## src/rtl/xobe_pkg.sv

```systemverilog
// ----------------------------------------------------------------------------
// xobe_pkg
// Shared types and constants of the x86-64 operation byte encoder.
// ----------------------------------------------------------------------------
`default_nettype none

package xobe_pkg;

    localparam int unsigned IN_TDATA_W  = 80;
    localparam int unsigned OUT_TDATA_W = 160;
    localparam int unsigned NUM_BYTES   = 15;

    typedef enum logic [3:0] {
        OP_SET      = 4'd0,
        OP_COPY     = 4'd1,
        OP_SYSCALL  = 4'd2,
        OP_NOP_PAD  = 4'd3,
        OP_JZ       = 4'd4,
        OP_JNZ      = 4'd5,
        OP_INC_REG  = 4'd6,
        OP_DEC_REG  = 4'd7,
        OP_INC_BYTE = 4'd8,
        OP_DEC_BYTE = 4'd9,
        OP_ADD      = 4'd10,
        OP_SUB      = 4'd11,
        OP_ADD_BYTE = 4'd12,
        OP_SUB_BYTE = 4'd13,
        OP_ZERO_BYTE = 4'd14
    } t_op;

    // Instruction byte values.
    localparam logic [7:0] B_MOV_RR    = 8'h89;
    localparam logic [7:0] B_ESC       = 8'h0f;
    localparam logic [7:0] B_SYSCALL   = 8'h05;
    localparam logic [7:0] B_NOP       = 8'h90;
    localparam logic [7:0] B_TEST_B    = 8'hf6;
    localparam logic [7:0] B_PUSH_I8   = 8'h6a;
    localparam logic [7:0] B_POP       = 8'h58;
    localparam logic [7:0] B_PUSH      = 8'h50;
    localparam logic [7:0] B_MOV_RI    = 8'hb8;
    localparam logic [7:0] B_GRP1_I8   = 8'h83;
    localparam logic [7:0] B_GRP1_I32  = 8'h81;
    localparam logic [7:0] B_GRP1_B    = 8'h80;
    localparam logic [7:0] B_ADDR32    = 8'h67;
    localparam logic [7:0] B_XOR_RR    = 8'h31;
    localparam logic [7:0] B_REX_W     = 8'h48;
    localparam logic [7:0] B_ADD_RR    = 8'h01;
    localparam logic [7:0] B_SUB_RR    = 8'h29;
    localparam logic [7:0] B_INCDEC    = 8'hff;
    localparam logic [7:0] B_INCDEC_B  = 8'hfe;
    localparam logic [7:0] B_MOV_B_I8  = 8'hc6;
    localparam logic [7:0] B_JCC_BASE  = 8'h80;
    localparam logic [7:0] B_MODRM_REG = 8'hc0;
    localparam logic [7:0] B_EXT_SUB   = 8'he8;
    localparam logic [7:0] B_EXT_DEC   = 8'hc8;
    localparam logic [3:0] COND_Z      = 4'h4;
    localparam logic [3:0] COND_NZ     = 4'h5;

    typedef struct packed {
        logic [55:0] last_bytes;
        logic [63:0] first_bytes;
        logic [3:0]  byte_count;
        logic        error_flag;
    } t_enc;

endpackage

`default_nettype wire

```

## src/rtl/xobe_encoder.sv

```systemverilog
// ----------------------------------------------------------------------------
// xobe_encoder
// Combinational encoder: turns one operation request into its code bytes.
// ----------------------------------------------------------------------------
`default_nettype none

module xobe_encoder (
    input  wire logic [3:0]         i_opcode,
    input  wire logic [2:0]         i_target_reg,
    input  wire logic [2:0]         i_source_reg,
    input  wire logic signed [63:0] i_immediate,
    output xobe_pkg::t_enc          o_enc
);

    logic [7:0] b [xobe_pkg::NUM_BYTES];
    logic [3:0] cnt;
    logic       err;
    logic       imm_zero;
    logic       fits8;
    logic       fits32;
    logic [7:0] dst8;
    logic [7:0] ext;
    logic [7:0] tmp8;
    logic [63:0] first;
    logic [55:0] last;

    // A value fits a signed width when all bits above its sign bit copy the sign.
    assign imm_zero = (i_immediate == 64'sd0);
    assign fits8    = (&i_immediate[63:7]) | ~(|i_immediate[63:7]);
    assign fits32   = (&i_immediate[63:31]) | ~(|i_immediate[63:31]);
    assign dst8     = {5'd0, i_target_reg};
    assign ext      = (i_opcode == xobe_pkg::OP_SUB) ? xobe_pkg::B_EXT_SUB
                                                     : xobe_pkg::B_MODRM_REG;
    // Scratch register for the 64-bit add/sub sequence.
    assign tmp8     = (i_target_reg == 3'd0) ? 8'd1 : 8'd0;

    always_comb begin
        for (int k = 0; k < xobe_pkg::NUM_BYTES; k++) begin
            b[k] = 8'h00;
        end
        cnt = 4'd0;
        err = 1'b0;
        case (i_opcode)
            xobe_pkg::OP_SET: begin
                if (imm_zero) begin
                    b[0] = xobe_pkg::B_XOR_RR;
                    b[1] = xobe_pkg::B_MODRM_REG | {2'b00, i_target_reg, i_target_reg};
                    cnt  = 4'd2;
                end else if (fits8) begin
                    b[0] = xobe_pkg::B_PUSH_I8;
                    b[1] = i_immediate[7:0];
                    b[2] = xobe_pkg::B_POP + dst8;
                    cnt  = 4'd3;
                end else if (fits32) begin
                    b[0] = xobe_pkg::B_MOV_RI | dst8;
                    for (int k = 0; k < 4; k++) begin
                        b[1 + k] = i_immediate[8*k +: 8];
                    end
                    cnt  = 4'd5;
                end else begin
                    b[0] = xobe_pkg::B_REX_W;
                    b[1] = xobe_pkg::B_MOV_RI | dst8;
                    for (int k = 0; k < 8; k++) begin
                        b[2 + k] = i_immediate[8*k +: 8];
                    end
                    cnt  = 4'd10;
                end
            end
            xobe_pkg::OP_COPY: begin
                b[0] = xobe_pkg::B_MOV_RR;
                b[1] = xobe_pkg::B_MODRM_REG | {2'b00, i_source_reg, i_target_reg};
                cnt  = 4'd2;
            end
            xobe_pkg::OP_SYSCALL: begin
                b[0] = xobe_pkg::B_ESC;
                b[1] = xobe_pkg::B_SYSCALL;
                cnt  = 4'd2;
            end
            xobe_pkg::OP_NOP_PAD: begin
                for (int k = 0; k < 9; k++) begin
                    b[k] = xobe_pkg::B_NOP;
                end
                cnt = 4'd9;
            end
            xobe_pkg::OP_JZ, xobe_pkg::OP_JNZ: begin
                if (!fits32) begin
                    err = 1'b1;
                end else begin
                    // Test the byte at the pointer, then a conditional near jump.
                    b[0] = xobe_pkg::B_TEST_B;
                    b[1] = dst8;
                    b[2] = xobe_pkg::B_INCDEC;
                    b[3] = xobe_pkg::B_ESC;
                    b[4] = xobe_pkg::B_JCC_BASE | {4'd0,
                           (i_opcode == xobe_pkg::OP_JZ) ? xobe_pkg::COND_Z
                                                         : xobe_pkg::COND_NZ};
                    for (int k = 0; k < 4; k++) begin
                        b[5 + k] = i_immediate[8*k +: 8];
                    end
                    cnt = 4'd9;
                end
            end
            xobe_pkg::OP_INC_REG: begin
                b[0] = xobe_pkg::B_INCDEC;
                b[1] = xobe_pkg::B_MODRM_REG | dst8;
                cnt  = 4'd2;
            end
            xobe_pkg::OP_DEC_REG: begin
                b[0] = xobe_pkg::B_INCDEC;
                b[1] = xobe_pkg::B_EXT_DEC | dst8;
                cnt  = 4'd2;
            end
            xobe_pkg::OP_INC_BYTE: begin
                b[0] = xobe_pkg::B_INCDEC_B;
                b[1] = dst8;
                cnt  = 4'd2;
            end
            xobe_pkg::OP_DEC_BYTE: begin
                b[0] = xobe_pkg::B_INCDEC_B;
                b[1] = 8'h08 | dst8;
                cnt  = 4'd2;
            end
            xobe_pkg::OP_ADD, xobe_pkg::OP_SUB: begin
                // The short forms exclude the top value of their range.
                if (imm_zero) begin
                    cnt = 4'd0;
                end else if (fits8 && (i_immediate[7:0] != 8'h7f)) begin
                    b[0] = xobe_pkg::B_GRP1_I8;
                    b[1] = ext + dst8;
                    b[2] = i_immediate[7:0];
                    cnt  = 4'd3;
                end else if (fits32 && (i_immediate[31:0] != 32'h7fff_ffff)) begin
                    b[0] = xobe_pkg::B_GRP1_I32;
                    b[1] = ext + dst8;
                    for (int k = 0; k < 4; k++) begin
                        b[2 + k] = i_immediate[8*k +: 8];
                    end
                    cnt  = 4'd6;
                end else begin
                    b[0] = xobe_pkg::B_PUSH + tmp8;
                    b[1] = xobe_pkg::B_REX_W;
                    b[2] = xobe_pkg::B_MOV_RI + tmp8;
                    for (int k = 0; k < 8; k++) begin
                        b[3 + k] = i_immediate[8*k +: 8];
                    end
                    b[11] = xobe_pkg::B_REX_W;
                    b[12] = (i_opcode == xobe_pkg::OP_SUB) ? xobe_pkg::B_SUB_RR
                                                           : xobe_pkg::B_ADD_RR;
                    b[13] = xobe_pkg::B_MODRM_REG + {tmp8[4:0], 3'b000} + dst8;
                    b[14] = xobe_pkg::B_POP + tmp8;
                    cnt   = 4'd15;
                end
            end
            xobe_pkg::OP_ADD_BYTE: begin
                b[0] = xobe_pkg::B_GRP1_B;
                b[1] = dst8;
                b[2] = i_immediate[7:0];
                cnt  = 4'd3;
            end
            xobe_pkg::OP_SUB_BYTE: begin
                b[0] = xobe_pkg::B_GRP1_B;
                b[1] = 8'h28 + dst8;
                b[2] = i_immediate[7:0];
                cnt  = 4'd3;
            end
            xobe_pkg::OP_ZERO_BYTE: begin
                b[0] = xobe_pkg::B_ADDR32;
                b[1] = xobe_pkg::B_MOV_B_I8;
                b[2] = dst8;
                b[3] = 8'h00;
                cnt  = 4'd4;
            end
            default: begin
                cnt = 4'd0;
            end
        endcase
    end

    always_comb begin
        for (int k = 0; k < 8; k++) begin
            first[8*k +: 8] = b[k];
        end
        for (int k = 0; k < 7; k++) begin
            last[8*k +: 8] = b[8 + k];
        end
    end

    assign o_enc.first_bytes = first;
    assign o_enc.last_bytes  = last;
    assign o_enc.byte_count  = cnt;
    assign o_enc.error_flag  = err;

endmodule

`default_nettype wire

```

## src/rtl/x86_64_op_byte_encoder.sv

```systemverilog
// Each item passes through the input register, then the result register,
// before its result is presented.
// One item per cycle while the sink takes results; the only loop is the 32-bit offset adder.
// Reset clears both valid flags and the running byte offset to zero.
// ----------------------------------------------------------------------------
// x86_64_op_byte_encoder
// Encodes one operation request per item into x86-64 code bytes and keeps a
// running byte offset.
// ----------------------------------------------------------------------------
`default_nettype none

module x86_64_op_byte_encoder (
    input  wire logic        i_clk,
    input  wire logic        i_rst_n,
    input  wire logic        s_axis_tvalid,
    output logic             s_axis_tready,
    // [3:0] opcode, [6:4] target_reg, [9:7] source_reg, [73:10] immediate
    input  wire logic [xobe_pkg::IN_TDATA_W-1:0] s_axis_tdata,
    output logic             m_axis_tvalid,
    input  wire logic        m_axis_tready,
    // [63:0] first_bytes, [119:64] last_bytes, [123:120] byte_count,
    // [124] error_flag, [156:125] end_offset
    output logic [xobe_pkg::OUT_TDATA_W-1:0] m_axis_tdata
);

    logic        r_in_valid;
    logic [3:0]  r_opcode;
    logic [2:0]  r_target_reg;
    logic [2:0]  r_source_reg;
    logic signed [63:0] r_immediate;

    logic        r_out_valid;
    xobe_pkg::t_enc r_out;
    logic [31:0] r_out_offset;
    logic [31:0] r_total;
    logic [31:0] n_total;

    xobe_pkg::t_enc enc;
    logic in_take;
    logic out_load;
    logic out_free;

    assign out_free      = !r_out_valid || m_axis_tready;
    assign out_load      = r_in_valid && out_free;
    assign s_axis_tready = !r_in_valid || out_free;
    assign in_take       = s_axis_tvalid && s_axis_tready;

    xobe_encoder u_encoder (
        .i_opcode     (r_opcode),
        .i_target_reg (r_target_reg),
        .i_source_reg (r_source_reg),
        .i_immediate  (r_immediate),
        .o_enc        (enc)
    );

    assign n_total = r_total + {28'd0, enc.byte_count};

    always_ff @(posedge i_clk) begin
        if (!i_rst_n) begin
            r_in_valid <= 1'b0;
        end else if (s_axis_tready) begin
            r_in_valid <= s_axis_tvalid;
        end
        if (in_take) begin
            r_opcode     <= s_axis_tdata[3:0];
            r_target_reg <= s_axis_tdata[6:4];
            r_source_reg <= s_axis_tdata[9:7];
            r_immediate  <= s_axis_tdata[73:10];
        end
    end

    always_ff @(posedge i_clk) begin
        if (!i_rst_n) begin
            r_out_valid <= 1'b0;
            r_total     <= 32'd0;
        end else begin
            if (out_free) begin
                r_out_valid <= r_in_valid;
            end
            if (out_load) begin
                r_total <= n_total;
            end
        end
        if (out_load) begin
            r_out        <= enc;
            r_out_offset <= n_total;
        end
    end

    assign m_axis_tvalid = r_out_valid;
    assign m_axis_tdata  = {3'd0, r_out_offset, r_out.error_flag, r_out.byte_count,
                            r_out.last_bytes, r_out.first_bytes};

    // The held result always reports the offset the block is at now.
    a_offset_tracks : assert property (@(posedge i_clk) disable iff (!i_rst_n)
        r_out_valid |-> (r_out_offset == r_total))
        else $error("end offset out of step with running total");

    a_err_no_bytes : assert property (@(posedge i_clk) disable iff (!i_rst_n)
        (r_out_valid && r_out.error_flag) |-> (r_out.byte_count == 4'd0))
        else $error("jump error with bytes emitted");

    a_empty_zero : assert property (@(posedge i_clk) disable iff (!i_rst_n)
        (r_out_valid && (r_out.byte_count == 4'd0)) |->
        ((r_out.first_bytes == 64'd0) && (r_out.last_bytes == 56'd0)))
        else $error("bytes present in an empty result");

    a_in_held : assert property (@(posedge i_clk) disable iff (!i_rst_n)
        (r_in_valid && !out_free) |=> r_in_valid)
        else $error("stalled item dropped from input register");

endmodule

`default_nettype wire

```

## config.mk

```make
export PLATFORM = sky130hd
export DESIGN_NAME = x86_64_op_byte_encoder
export DESIGN_NICKNAME = d
export VERILOG_FILES = /design/src/rtl/xobe_pkg.sv /design/src/rtl/xobe_encoder.sv /design/src/rtl/x86_64_op_byte_encoder.sv
export SDC_FILE = /design/constraint.sdc
export NUM_CORES = 1
export LEC_CHECK = 0
export BUFFER_PORTS_ARGS = -buffer_cell sky130_fd_sc_hd__buf_4
export CAP_MARGIN = 20
export CORE_MARGIN = 5
export CORE_UTILIZATION = 39
export DETAILED_ROUTE_END_ITERATION = 16
export GPL_TIMING_DRIVEN = 0
export PLACE_DENSITY = 0.63
export SLEW_MARGIN = 0
export SYNTH_ARGS = -nofsm -noshare
export SYNTH_HDL_FRONTEND = slang
export SYNTH_SLANG_ARGS = --single-unit
```

## constraint.sdc

```tcl
create_clock -name i_clk -period 7 [get_ports i_clk]
set_clock_uncertainty 0.1 [all_clocks]
set_input_delay 1.05 -clock i_clk [delete_from_list [all_inputs] [get_ports i_clk]]
set_output_delay 1.05 -clock i_clk [all_outputs]
set_load 0.05 [all_outputs]
```

==> run metrics <==
die height=176 µm; Adder-Cell Fraction of Synth Area=0.649%; Mean Syn Cell Area=12.6 µm²; Hold Vio Cnt, Final=0; Ys Warns=0; Final #Nets=1212; GP Congestion=0.878; kind of end point of the critical path=flip-flop; share of layout cells above drive strength 1=27.2%; initial antenna violation count=0; clk root buf=clkbuf_16; Crit Path Class=flip-flop to flip-flop; Post-CTS Hold Fix Bufs=0; Port Buffers=219; CTS-repair resized insts=0; Slew Limit Fails=0; Slew headroom=31.0%; Rows=61; Inserted Clock Buffers=25; Post-Synth Simple-Gate Area=12.7%; DRC Markers=0; filler instances=2484; DRT Pass-1 Iters=6; mux share of post-synthesis cell area=0%; initial DRC count=1096; RSZ-0062 raised after global routing=false; GRT Total Usage=20.2%; pin count of the biggest net entering global routing=70; Hold Crit Class=flip-flop to flip-flop; Worst setup SP type=flip-flop; sequential area share after synthesis=63.6%; Synth cell types=71; post-DP HPWL=23600 µm; fin crit period=6060 ps; CTS tree=built; Leak=5.57 nW; number of synthesized register bits=240; final WL=32700 µm; period utilisation layout=86.6%; CORE AREA=0.0276 mm²; clk buf depth=3; largest family of logic cells by synthesized area=compound AO/OA/AOI/OAI gates; clock sinks=240; CP arrival=6320 ps; full die area=0.0311 mm²; Initial Util=39.2%; Vias/cell=5.39; final worst slack=937 ps; antenna viol nets, final=0; gr ovfl total=0; FF/Latch Area=0.00687 mm²; synthesis-to-layout area growth=28.3%; Max Freq=165 MHz; most frequent cells in the layout=buf_4 (247), edfxtp_1 (206), nand2_1 (62); CP required=7260 ps; Final Instance Count excl. Fillers=1520; MaxCap Viol Count=0; Largest register FFs=100; most common cell after layout, fill and taps aside=buf_4; fin util=50.3%; Ant. Diodes=0; worst slack at placement=1060 ps; first-pass GRT wire length=48900 µm; run status=finished, final reports clean; Top Ports=246; WHS=373 ps; critical path fanouts, max=10; setup violators final=0; cell count after synthesis=855; Avg WL per Cell=21.5 µm; Worst VDD drop=0.163 mV; PD cells=245 mW/mm²; Synth Area in Compound Gates=13.6%; Synth async-reset ratio=0%; Setup Fix Bufs, Post-CTS=0; worst slew pin tran=1030 ps; Die W=176 µm; Clock Pin Slew Worst Setup and Hold Paths=60 ps; DR vias=8190; Synth Area in XOR/XNOR=4.30%; vias in the first global route=8041; EDFF count, synth=206; DP Cell Count=1474; synthesized area=0.0108 mm²; H-tree depth=1; ys flop type=edfxtp_1; clk_lat worst skew=530 ps; multi-input logic area=0.00345 mm²
-- worst max-delay path, stage by stage (launching register included) --
cell,delay (ps)
edfxtp_1,470
nor4_1,420
nand4_1,250
nor4_4,550
a31oi_1,430
o21ai_2,170
or2_4,200
inv_2,110
buf_2,210
nor3_2,390
o21ai_0,330
ha_1,420
inv_1,70
o21a_1,220
or4_1,480
clkbuf_1,240
or2_1,270
clkbuf_1,160
nor2_1,150
xor2_1,210
-- cell families after synthesis --
group | after synthesis
compound gates | 184
xor+xnor | 53
fa+ha+maj | 5
buf+inv | 111
flops | 240
other cells | 1
simple gates | 261
-- Yosys cell counts (all sizes together) (3+ instances only) --
cell type	number	area (µm²)
nor2	34	128
a221oi	11	103
a221o	13	130
or2	4	27.5
nand3	25	125
nand2	62	233
inv	33	124
a21boi	10	75.1
o211ai	7	52.6
o221ai	5	43.8
clkbuf	35	131
a22o	20	175
xor2	27	236
a31oi	4	25.0
a21oi	10	53.8
o21ai	26	134
and2	38	238
nor2b	4	25.0
a222oi	19	190
a211o	3	26.3
ha	4	50.1
a211oi	5	37.5
nor3	25	141
a22oi	4	30.0
buf	42	297
edfxtp	206	6190
xnor2	26	228
nor4	25	171
and3	7	43.8
a21o	23	173
nand4	23	144
dfxtp	34	681
or3	7	43.8
-- final timing paths --
| check | startpoint | endpoint | slack, ps | cells after the start |
|---|---|---|---|---|
| min reg2reg | r_total[2]$_SDFFE_PN0P_ | r_total[2]$_SDFFE_PN0P_ | 370 | 2 |
| max | r_immediate[46]$_DFFE_PP_ | r_out_offset[29]$_DFFE_PP_ | 940 | 19 |
| max reg2reg | r_immediate[46]$_DFFE_PP_ | r_out_offset[29]$_DFFE_PP_ | 940 | 19 |
| min | r_total[2]$_SDFFE_PN0P_ | r_total[2]$_SDFFE_PN0P_ | 370 | 2 |
-- metrics by stage --
stage	total power [mW]	area (µm²)	TNS (ps)
6_report	3.40	13900	0
5_1_grt	3.51	13900	0
4_1_cts	3.42	13900	0
3_5_place_dp	2.17	13100	0
3_3_place_gp	2.17	13000	-160060
2_1_floorplan	1.99	10900	0
-- power breakdown --
group | total (mW) | switching [mW] | internal (mW) | leakage (nW)
Clock | 1.26 | 0.535 | 0.724 | 0.377
Sequential | 1.70 | 0.0632 | 1.63 | 2.21
Combinational | 0.440 | 0.301 | 0.139 | 2.97
Total | 3.40 | 0.899 | 2.50 | 5.57
-- routing by layer --
metal	global-route usage (%)	share of wire, %
met1	27.6	41
met2	32.3	47
met3	5.20	9.8
met4	5.48	2.8
met5	0	0
-- cell type report --
cell class                      instances  share of cell area, %
Clock buffer                           33                   4.95
Buffer                                 77                   3.12
Timing Repair Buffer                  222                   12.5
Inverter                               34                  0.921
Multi-Input combinational cell        523                   24.9
Tap cell                              378                   3.41
Clock inverter                         13                  0.659
Sequential cell                       240                   49.6
Note: power is estimated with default switching activity, not from simulation.
